`src/rtl/brct_pkg.sv`:
```
// brct_pkg: shared types and constants for the byte range coverage tracker
// used by brct_cell and byte_range_coverage_tracker_core
`default_nettype none

package brct_pkg;

   localparam int MaxIntervals = 64;
   localparam int CountWidth   = $clog2(MaxIntervals + 1);

   localparam logic [1:0] CmdRecord    = 2'd0;
   localparam logic [1:0] CmdQuery     = 2'd1;
   localparam logic [1:0] CmdInterrupt = 2'd2;

   // query range broadcast to every cell
   typedef struct packed {
      logic [63:0] off;
      logic [63:0] limit;
      logic [63:0] last;
   } qry_type;

   // running sum handed from cell to cell
   typedef struct packed {
      logic        tok;
      logic        hit;
      logic [63:0] total;
   } link_type;

endpackage

`default_nettype wire

```
`src/rtl/brct_cell.sv`:
```
// brct_cell: one stored interval, its coverage term and one link of the sum chain
// depends on brct_pkg
`default_nettype none

module brct_cell
   import brct_pkg::*;
(
   input  wire logic        clock,
   input  wire logic        reset,
   input  wire logic        wr_en,
   input  wire logic [63:0] wr_start,
   input  wire logic [63:0] wr_end,
   input  wire logic        used,
   input  wire logic        term_en,
   input  wire qry_type     qry,
   input  wire link_type    link_in,
   output link_type         link_out
);

   logic [63:0] start_ff;
   logic [63:0] end_ff;
   logic [63:0] term_ff;
   logic [63:0] term_in;
   logic        encl_ff;
   logic        encl_in;
   link_type    link_ff;
   link_type    link_in_next;
   logic [63:0] clip_end;
   logic [64:0] sum;

   always_comb begin
      clip_end = (end_ff < qry.last) ? end_ff : qry.last;
      term_in  = '0;
      encl_in  = 1'b0;
      if (used) begin
         priority if (start_ff >= qry.off && start_ff < qry.limit) begin
            term_in = clip_end - start_ff + 64'd1;
         end else if (end_ff >= qry.off && end_ff < qry.limit) begin
            term_in = end_ff - qry.off + 64'd1;
         end else if (start_ff < qry.off && end_ff >= qry.limit) begin
            encl_in = 1'b1;
         end else begin
            term_in = '0;
         end
      end
   end

   always_comb begin
      sum                = {1'b0, link_in.total} + {1'b0, term_ff};
      link_in_next.tok   = link_in.tok;
      link_in_next.hit   = link_in.hit | encl_ff;
      link_in_next.total = sum[64] ? '1 : sum[63:0];
   end

   always_ff @(posedge clock) begin
      if (wr_en) begin
         start_ff <= wr_start;
         end_ff   <= wr_end;
      end
      if (term_en) begin
         term_ff <= term_in;
         encl_ff <= encl_in;
      end
      link_ff.hit   <= link_in_next.hit;
      link_ff.total <= link_in_next.total;
      if (reset) begin
         link_ff.tok <= 1'b0;
      end else begin
         link_ff.tok <= link_in_next.tok;
      end
   end

   assign link_out = link_ff;

endmodule

`default_nettype wire

```
`config.mk`:
```
export PLATFORM = sky130hd
export DESIGN_NAME = brct_cell
export DESIGN_NICKNAME = d
export VERILOG_FILES = /design/src/rtl/brct_pkg.sv /design/src/rtl/brct_cell.sv
export SDC_FILE = /design/constraint.sdc
export NUM_CORES = 1
export LEC_CHECK = 0
export BUFFER_PORTS_ARGS = -buffer_cell sky130_fd_sc_hd__buf_4
export CAP_MARGIN = 0
export CELL_PAD_IN_SITES_DETAIL_PLACEMENT = 1
export CELL_PAD_IN_SITES_GLOBAL_PLACEMENT = 1
export CORE_UTILIZATION = 40
export CTS_CLUSTER_SIZE = 12
export DETAILED_ROUTE_END_ITERATION = 10
export PLACE_DENSITY = 0.84
export SLEW_MARGIN = 20
export SYNTH_ARGS = -nofsm -noshare
export SYNTH_HDL_FRONTEND = slang
export SYNTH_SLANG_ARGS = --single-unit
```
`constraint.sdc`:
```
create_clock -name clock -period 17.65 [get_ports clock]
set_clock_uncertainty 0.2 [all_clocks]
set_input_delay 0.8825 -clock clock [delete_from_list [all_inputs] [get_ports clock]]
set_output_delay 0.8825 -clock clock [all_outputs]
set_load 0.01 [all_outputs]
```
Word level (Yosys, flattened, before mapping)
Index checks and enable logic that the tools add are counted.
W data, S select, Z words.
{"block": "totals", "ff_bits": 259, "latchBits": 0, "ramBits": 0, "romBits": 0, "inputBits": 391, "output_inout_bits": 66, "elab_cells": 29, "mem_count": 0}
{"block": "classes", "addsub": 5, "multipliers": 0, "n_div": 0, "magnitude_cmp": 7, "n_eq_ne": 0, "n_shift": 0, "muxes": 4, "bitwise_logic": 2, "n_reduce_logical": 4}
{"op": "$lt A64 B64 Y1", "n": 4}
{"op": "$ge A64 B64 Y1", "n": 3}
{"op": "$mux W64", "n": 3}
{"op": "$add A64 B1 Y64 const B", "n": 2}
{"op": "$sub A64 B64 Y64", "n": 2}
{"op": "$add A64 B64 Y65", "n": 1}
{"op": "$logic_and A1 B1 Y1", "n": 3}
{"op": "$reduce_or A3 Y1", "n": 1}
{"op": "$mux W1", "n": 1}
{"op": "$not A1 Y1", "n": 1}
{"op": "$or A1 B1 Y1", "n": 1}

Logic depth before layout (Yosys ltp)
Gate-level depths: netlist of the first run.
{"block": "logic_depth", "depth_word": 5, "mapped_depth": 28, "mapped_depth_nobuf": 27}

Least setup slack after synthesis of the first run
Ideal clock, no wire load.
{"block": "synth_path", "path_type": "input to register", "from": "input qry[19] (netlist name)", "to": "register term_ff[63] (data pin)", "arrival_time_ps": 6332, "required_time_ps": 17179, "slack_ps": 10847, "path_stages": 27, "n_path_buf": 3, "path_cell_list": "inv_1 > ha_1 > a211oi_1 > nor2_1 > o221ai_1 > o211ai_1 > a2111oi_0 > nand2_1 > a31oi_1 > clkbuf_1 > buf_1 > nand2_1 > o21ai_0 > ha_1 > ha_1 > clkbuf_1 > a21o_1 > a21oi_1 > a21oi_1 > o21a_1 > a2111oi_1 > a2111oi_2 > o211a_1 > nor4b_1 > a21boi_1 > xnor2_1 > o22ai_1"}
{"block": "synth_between", "elab_chain_cells": 5}
{"item": "from (decl)", "line": "brct_cell.sv:15", "source": "input wire qry_type qry,"}
{"item": "$lt A64 B64 Y1", "line": "brct_cell.sv:32", "source": "clip_end = (end_ff < qry.last) ? end_ff : qry.last;"}
{"item": "$mux W64 (*)", "line": "brct_cell.sv:32"}
{"item": "$sub A64 B64 Y64 (*)", "line": "brct_cell.sv:37", "source": "term_in = clip_end - start_ff + 64'd1;"}
{"item": "$add A64 B1 Y64 (*)", "line": "brct_cell.sv:37"}
{"item": "$mux W64 (*)", "line": "brct_cell.sv:36", "source": "priority if (start_ff >= qry.off && start_ff < qry.limit) begin"}
{"item": "to (signal assigned)", "line": "brct_cell.sv:61", "source": "term_ff <= term_in;"}
{"item": "to (decl)", "line": "brct_cell.sv:22", "source": "logic [63:0] term_ff;"}
Mark *: on every way between the ends. The rest lies on a longest branch, timed or not.
A chain may end at the register's enable or synchronous reset.

Worst setup path after layout of the first run
{"block": "layout_path", "from": "register end_ff[19]", "to": "register term_ff[61] (data pin)"}
{"block": "layout_between", "elab_chain_cells": 5, "elab_cells_between_ends": 11}
{"item": "from (decl)", "line": "brct_cell.sv:21", "source": "logic [63:0] end_ff;"}
{"item": "from (signal assigned)", "line": "brct_cell.sv:58", "source": "end_ff <= wr_end;"}
{"item": "$lt A64 B64 Y1", "line": "brct_cell.sv:32"}
{"item": "$mux W64", "line": "brct_cell.sv:32"}
{"item": "$sub A64 B64 Y64", "line": "brct_cell.sv:37"}
{"item": "$add A64 B1 Y64", "line": "brct_cell.sv:37"}
{"item": "$mux W64 (*)", "line": "brct_cell.sv:36"}
Marks and branches as above.

==> flow_summary.json, run 1 <==
{
  "status": "finished clean",
  "grt_pass1_vias": 27501,
  "period_minus_slack_ns": 8.21,
  "maxSlewHeadroom_pct": 25.6,
  "place_inst": 4641,
  "synthXorXnorAreaFrac_pct": 5.28,
  "place_ws_ns": 9.13,
  "postCtsHoldBufs": 0,
  "dp_hpwl_um": 91300,
  "drt_first_iter_violations": 1704,
  "yosysSeqAreaShare_pct": 24.8,
  "gp_congestion": 0.927,
  "rows": 97,
  "die_w_um": 270,
  "ys_seq_elements": 259,
  "rsz0062_at_grt": "no",
  "yosys.area_share.simple_pct": 13.3,
  "dieHeight_um": 270,
  "first_pass_iters": 6,
  "slew_violations": 0,
  "path_clk_slew_ns": 0.06,
  "worst_setup_path_start_kind": "register",
  "fin_crit_sh_pct": 46.5,
  "grt_overflow_total": 0,
  "crit_required_ns": 17.75,
  "max_freq_mhz": 122,
  "ys_types": 88,
  "reg2reg_from": "end_ff[19]$_DFFE_PP_",
  "stdcell_count": 4715,
  "drv_cap": 0,
  "dr_wl_met3_um": 5950,
  "tightest_slew_ns": 1.11,
  "hp-class": "primary input to register",
  "top_layer_used": "met4",
  "r2r_cells": 23,
  "core_um2": 70500,
  "worstReg2RegEnd": "term_ff[61]$_SDFFCE_PN0P_",
  "tns_ns": 0,
  "synth_warnings": 0,
  "antenna_found_initial": 18,
  "portBuffers": 456,
  "htree_levels": 1,
  "clock_path_buffers": 3,
  "synth_edf_count": 193,
  "io_pins": 457,
  "final_nets": 4729,
  "cts_tree": "built",
  "drc": 0,
  "synth_compound_area_share_pct": 22.9,
  "cts_sinks": 259,
  "cts_buffers": 30,
  "synth_fa_ha_area_share_pct": 27.3,
  "finalSetupViolCount": 0,
  "path_class": "register to register",
  "synth_fp_nets": 4311,
  "reg2reg_slack_ns": 9.44,
  "insertion_delay_ns": 0.59,
  "crit_fanout": 114,
  "grt_start_max_net_pins": 115,
  "final-hold-violation-count": 0,
  "powerDensity_nw_per_um2": 89.4,
  "start_util_pct": 40.7,
  "leakagePower_uw": 0.0167,
  "wirelength_um": 107000,
  "synth_top_family_by_area": "adder cells",
  "post_route_cells_drive_above_1_share_pct": 14.7,
  "wl_met2_um": 46800,
  "ir_drop_mv": 0.0752,
  "drt-vias-per-instance": 5.73,
  "end_kind": "register",
  "routedLengthMet1_um": 50000,
  "final_antenna_net_count": 0,
  "power_uw": 3050,
  "grt.total_usage_pct": 28.1,
  "netlist_area_um2": 28700,
  "synthFlopType": "edfxtp_1",
  "die_area_um2": 72800,
  "syn-instance-count": 3315,
  "wl_per_cell_um": 22.6,
  "area_growth_syn_to_layout_pct": 18.9,
  "cp.arrival_ns": 8.31,
  "vias": 27031,
  "cts_resized": 0,
  "cts_root_buf": "clkbuf_16",
  "ys_top_cells_by_area": "ha_1 (25%), edfxtp_1 (20%), inv_1 (5.2%), a21oi_1 (4.8%), dfxtp_1 (4.6%)",
  "syn_avg_cell_area_um2": 8.65,
  "worstSetupEndpoint": "term_ff[61]$_SDFFCE_PN0P_",
  "yosysTopAreaCell": "ha_1",
  "startpoint": "end_ff[19]$_DFFE_PP_",
  "grt_pass1_wl_um": 160000,
  "layout_setup_ws_ns": 9.44,
  "muxShareOfSynthArea_pct": 0.188,
  "synth_top_area_share_pct": 24.9,
  "postCtsSetupRepairBufs": 0,
  "synthArstFlopShare_pct": 0
}
[critical path: stages (launching register included)]
cell and delay (ns):
edfxtp_1 0.55, ha_1 0.37, a211oi_1 0.26, nor2_1 0.09, o221ai_1 0.29, o211ai_1 0.18, a2111oi_0 0.54, nand2_1 0.18
a31oi_4 0.35, buf_4 0.81, o21ai_0 0.25, ha_1 0.38, ha_1 0.44, nand2_1 0.16, nor4_1 0.53, o2111ai_1 0.23
a31oi_1 0.31, o21ai_1 0.22, a2111oi_2 0.63, o21ai_0 0.34, o21ai_0 0.23, a21oi_1 0.10, xor2_1 0.16, o22ai_1 0.10
[registers in the layout, summed over array words and instances, names as in the netlist]
register,flops
link_out,66
end_ff,64
start_ff,64
term_ff,64
encl_ff,1
[cell families (layout without fill, tap and decap cells)]
kind of cell,count (synthesis),in the layout
AOI/OAI and AO/OA,1019,1019
xor gates and xnor gates,173,173
buffers and inverters,473,913
other,0,20
DFF,259,259
and+or+nand+nor,781,781
adders and majority gates,605,605
muxes,5,5
[worst min-delay path by stage]
stage                     slack [ns]  cells past startpoint                       to                  start
after floorplan                 0.21                      1     link_out[64]$_DFF_P_  encl_ff$_SDFFCE_PP0P_
after CTS                       0.23                      2  link_out[65]$_SDFF_PP0_                  reset
after global routing            0.25                      2  link_out[65]$_SDFF_PP0_                  reset
final                           0.26                      2  link_out[65]$_SDFF_PP0_                  reset
after detailed placement        0.32                      1     link_out[64]$_DFF_P_  encl_ff$_SDFFCE_PP0P_
after global placement          0.32                      1     link_out[64]$_DFF_P_  encl_ff$_SDFFCE_PP0P_
[cells in the final DEF, fill, tap and decap left out, drive strengths merged, types with 23 or more instances in the layout]
cell type / n
a211oi: 31
a21o: 143
a21oi: 278
a22oi: 36
a31oi: 32
and3: 23
buf: 462
clkbuf: 37
dfxtp: 66
edfxtp: 193
fa: 34
ha: 571
inv: 398
nand2: 282
nand2b: 35
nand3: 49
nand4: 73
nor2: 135
nor2b: 77
nor3: 34
o211ai: 26
o21a: 29
o21ai: 237
o21bai: 46
o22ai: 25
xnor2: 102
xor2: 71
[report_power, final]
| part | switching, µW | leakage [µW] | internal [µW] |
|---|---|---|---|
| sequential | 72.9 | 0.00250 | 768 |
| combinational | 917 | 0.0137 | 651 |
| clock | 270 | 0.000497 | 369 |
[synth_stat cells (11+ instances only)]
cell type,instances
ha_1,571
inv_1,397
nand2_1,282
a21oi_1,276
o21ai_0,229
edfxtp_1,193
a21o_1,143
nor2_1,135
xnor2_1,102
nor2b_1,77
nand4_1,73
xor2_1,71
dfxtp_1,66
clkbuf_1,59
nand3_1,49
o21bai_1,46
a22oi_1,36
nand2b_1,35
fa_1,34
nor3_1,34
a31oi_1,32
a211oi_1,30
o21a_1,29
o211ai_1,26
o22ai_1,25
and3_1,22
nor4_1,13
a21boi_0,11
[routing by layer]
metal	up-vias	track usage [%]
met3	172	2.75
met2	875	44.4
met5	-	0
met4	0	10.0
met1	13079	39.5
li1	12905	-
[through the flow]
stage	utilization, %	hold WS (ns)	cell area (µm²)
after floorplan	-	0.207	28700
after global placement	46.9	0.321	33100
after detailed placement	46.9	0.324	33100
after CTS	48.3	0.228	34100
after global routing	48.4	0.245	34100
final	48.4	0.257	34100
[cell type report]
type                    count  area, µm²
multi-input cells        2583      19800
fillers                  8447      36400
clock inverters            17        133
diodes                     20       50.0
flip-flops and latches    259       7120
inverters                 397       1490
clock buffers              37        853
repair buffers            462       3470
well taps                 940       1180
Power figures use the tool's default switching activity.
==> run 2, diff against run 1 <==
clock period = 7.8 ns   (was 17.65 ns; I/O delays follow)
==> flow_summary.json, run 2 (synthesis results as in run 1) <==
{
  "postCtsSetupRepairBufs": 0,
  "final_cell_area_um2": 35500,
  "crit_buf_inv": 1,
  "mostFrequentLayoutCells": "ha_1 (571), buf_4 (468), inv_1 (397)",
  "wirelength_um": 115000,
  "slew_violations": 0,
  "postPlaceCellArea_um2": 33100,
  "area_growth_syn_to_layout_pct": 23.7,
  "gp_congestion": 0.961,
  "final_nets": 4869,
  "critPathTopFamily": "compound AO/OA/AOI/OAI gates",
  "post_route_cells_drive_above_1_share_pct": 14.2,
  "fin_crit_sh_pct": 96.2,
  "dp_hpwl_um": 92100,
  "grt_pass1_wl_um": 172000,
  "layout_commonest_cell": "ha_1",
  "die_w_um": 270,
  "first_pass_iters": 5,
  "maxSlewHeadroom_pct": 22.3,
  "io_pins": 457,
  "largest_reg_flops": 66,
  "final_antenna_net_count": 0,
  "max_freq_mhz": 133,
  "crit_required_ns": 7.90,
  "leakagePower_uw": 0.0172,
  "cts_root_buf": "clkbuf_16",
  "crit_top_cell": "ha_1",
  "drt_first_iter_violations": 2206,
  "drt-vias-per-instance": 5.84,
  "finalSetupViolCount": 0,
  "cp_slowest_cell": "nor4b_1",
  "cts_tree": "built",
  "end_kind": "register",
  "grt_pass1_vias": 29327,
  "drc": 0,
  "cts_buffers": 31,
  "wl_per_cell_um": 23.8,
  "grt_start_max_net_pins": 68,
  "drv_cap": 0,
  "worst_setup_path_start_kind": "register",
  "core_um2": 70500,
  "grt_overflow_total": 0,
  "rows": 97,
  "insertion_delay_ns": 0.61,
  "grt.total_usage_pct": 30.3,
  "cts_sinks": 259,
  "dieHeight_um": 270,
  "start_util_pct": 40.7,
  "die_area_um2": 72800,
  "clock_path_buffers": 3,
  "ir_drop_mv": 0.147,
  "crit_chain": "ha_1 -> a211oi_1 -> nor2_1 -> o221ai_1 -> o211ai_1 -> a2111oi_0 -> nand2_1 -> a31oi_4 -> buf_4 -> nand2_1 -> o21ai_0 -> ha_1 -> ha_1 -> a211oi_1 -> o21ai_0 -> a41oi_1 -> o221ai_1 -> o21ai_1 -> a2111oi_4 -> o211a_1 -> nor4b_1 -> a21boi_1 -> xnor2_1 -> o22ai_1",
  "rsz0062_at_grt": "no",
  "crit_fanout": 13,
  "vias": 28366,
  "period_minus_slack_ns": 7.50,
  "status": "finished clean",
  "power_uw": 7000,
  "path_class": "register to register",
  "portBuffers": 456,
  "path_clk_slew_ns": 0.07,
  "critPathMaxStageDelay_ns": 0.51,
  "hp-class": "primary input to register",
  "tns_ns": 0,
  "antenna_found_initial": 16,
  "powerDensity_nw_per_um2": 197,
  "tightest_slew_ns": 1.16,
  "htree_levels": 1,
  "cp.arrival_ns": 7.60,
  "final-hold-violation-count": 0
}
run 2: path summary, 6_finish.rpt:
path                               end  slack, ns                  start  depth (start not counted)
max reg2reg  term_ff[63]$_SDFFCE_PN0P_       0.30   end_ff[19]$_DFFE_PP_                         24
min             link_out[1]$_SDFF_PP1_       0.04             link_in[1]                          4
max          term_ff[63]$_SDFFCE_PN0P_       0.30   end_ff[19]$_DFFE_PP_                         24
min reg2reg       link_out[64]$_DFF_P_       0.36  encl_ff$_SDFFCE_PP0P_                          1
run 2: stage by stage:
step	instances	hold slack (ns)	worst slack, ns	util (%)
5_1_grt	4854	0.0590	0.0218	50.3
3_3_place_gp	4647	0.335	0.403	47.0
6_report	4855	0.0437	0.298	50.3
4_1_cts	4837	0.0146	0.276	50.2
3_5_place_dp	4647	0.354	0.255	47.0
2_1_floorplan	3315	0.207	1.47	-
run 2: routing by layer:
layer	track usage, %	part of all wire, %	wire length [µm]	up-vias
met5	0	0	0	-
met4	12.3	4.5	5180	0
met3	3.21	6.2	7160	254
met2	48.4	44	51300	1126
met1	41.7	45	51800	13799
li1	-	-	-	13187
run 2: worst register-to-register path: stages (launching register included):
cell and delay [ns]:
edfxtp_1 0.49, ha_1 0.35, a211oi_1 0.30, nor2_1 0.10, o221ai_1 0.25, o211ai_1 0.15
a2111oi_0 0.42, nand2_1 0.33, a31oi_4 0.47, buf_4 0.27, nand2_1 0.06, o21ai_0 0.09
ha_1 0.27, ha_1 0.40, a211oi_1 0.34, o21ai_0 0.17, a41oi_1 0.41, o221ai_1 0.23
o21ai_1 0.48, a2111oi_4 0.19, o211a_1 0.25, nor4b_1 0.51, a21boi_1 0.17, xnor2_1 0.19
o22ai_1 0.09
run 2: cell type report:
cell class                 count  area, µm²
antenna                       17       42.5
clock buffer                  43        821
clock inverter                15        134
fill                        8265      35000
inverter                     397       1490
multi-input combinational   2584      19900
sequential                   259       7120
tap                          940       1180
timing repair buffer         600       4830
run 2: power breakdown:
part	leakage [µW]	switching, µW	internal (µW)
logic	0.0143	2120	1530
clock network	0.000457	641	800
registers	0.00250	167	1740
total	0.0172	2930	4070
run 2: what timing repair did:
item,CTS,global route
setup endpoints to repair,0,3
hold buffers,132,0
gates resized for setup,0,3
endpoints found under the hold margin,131,0
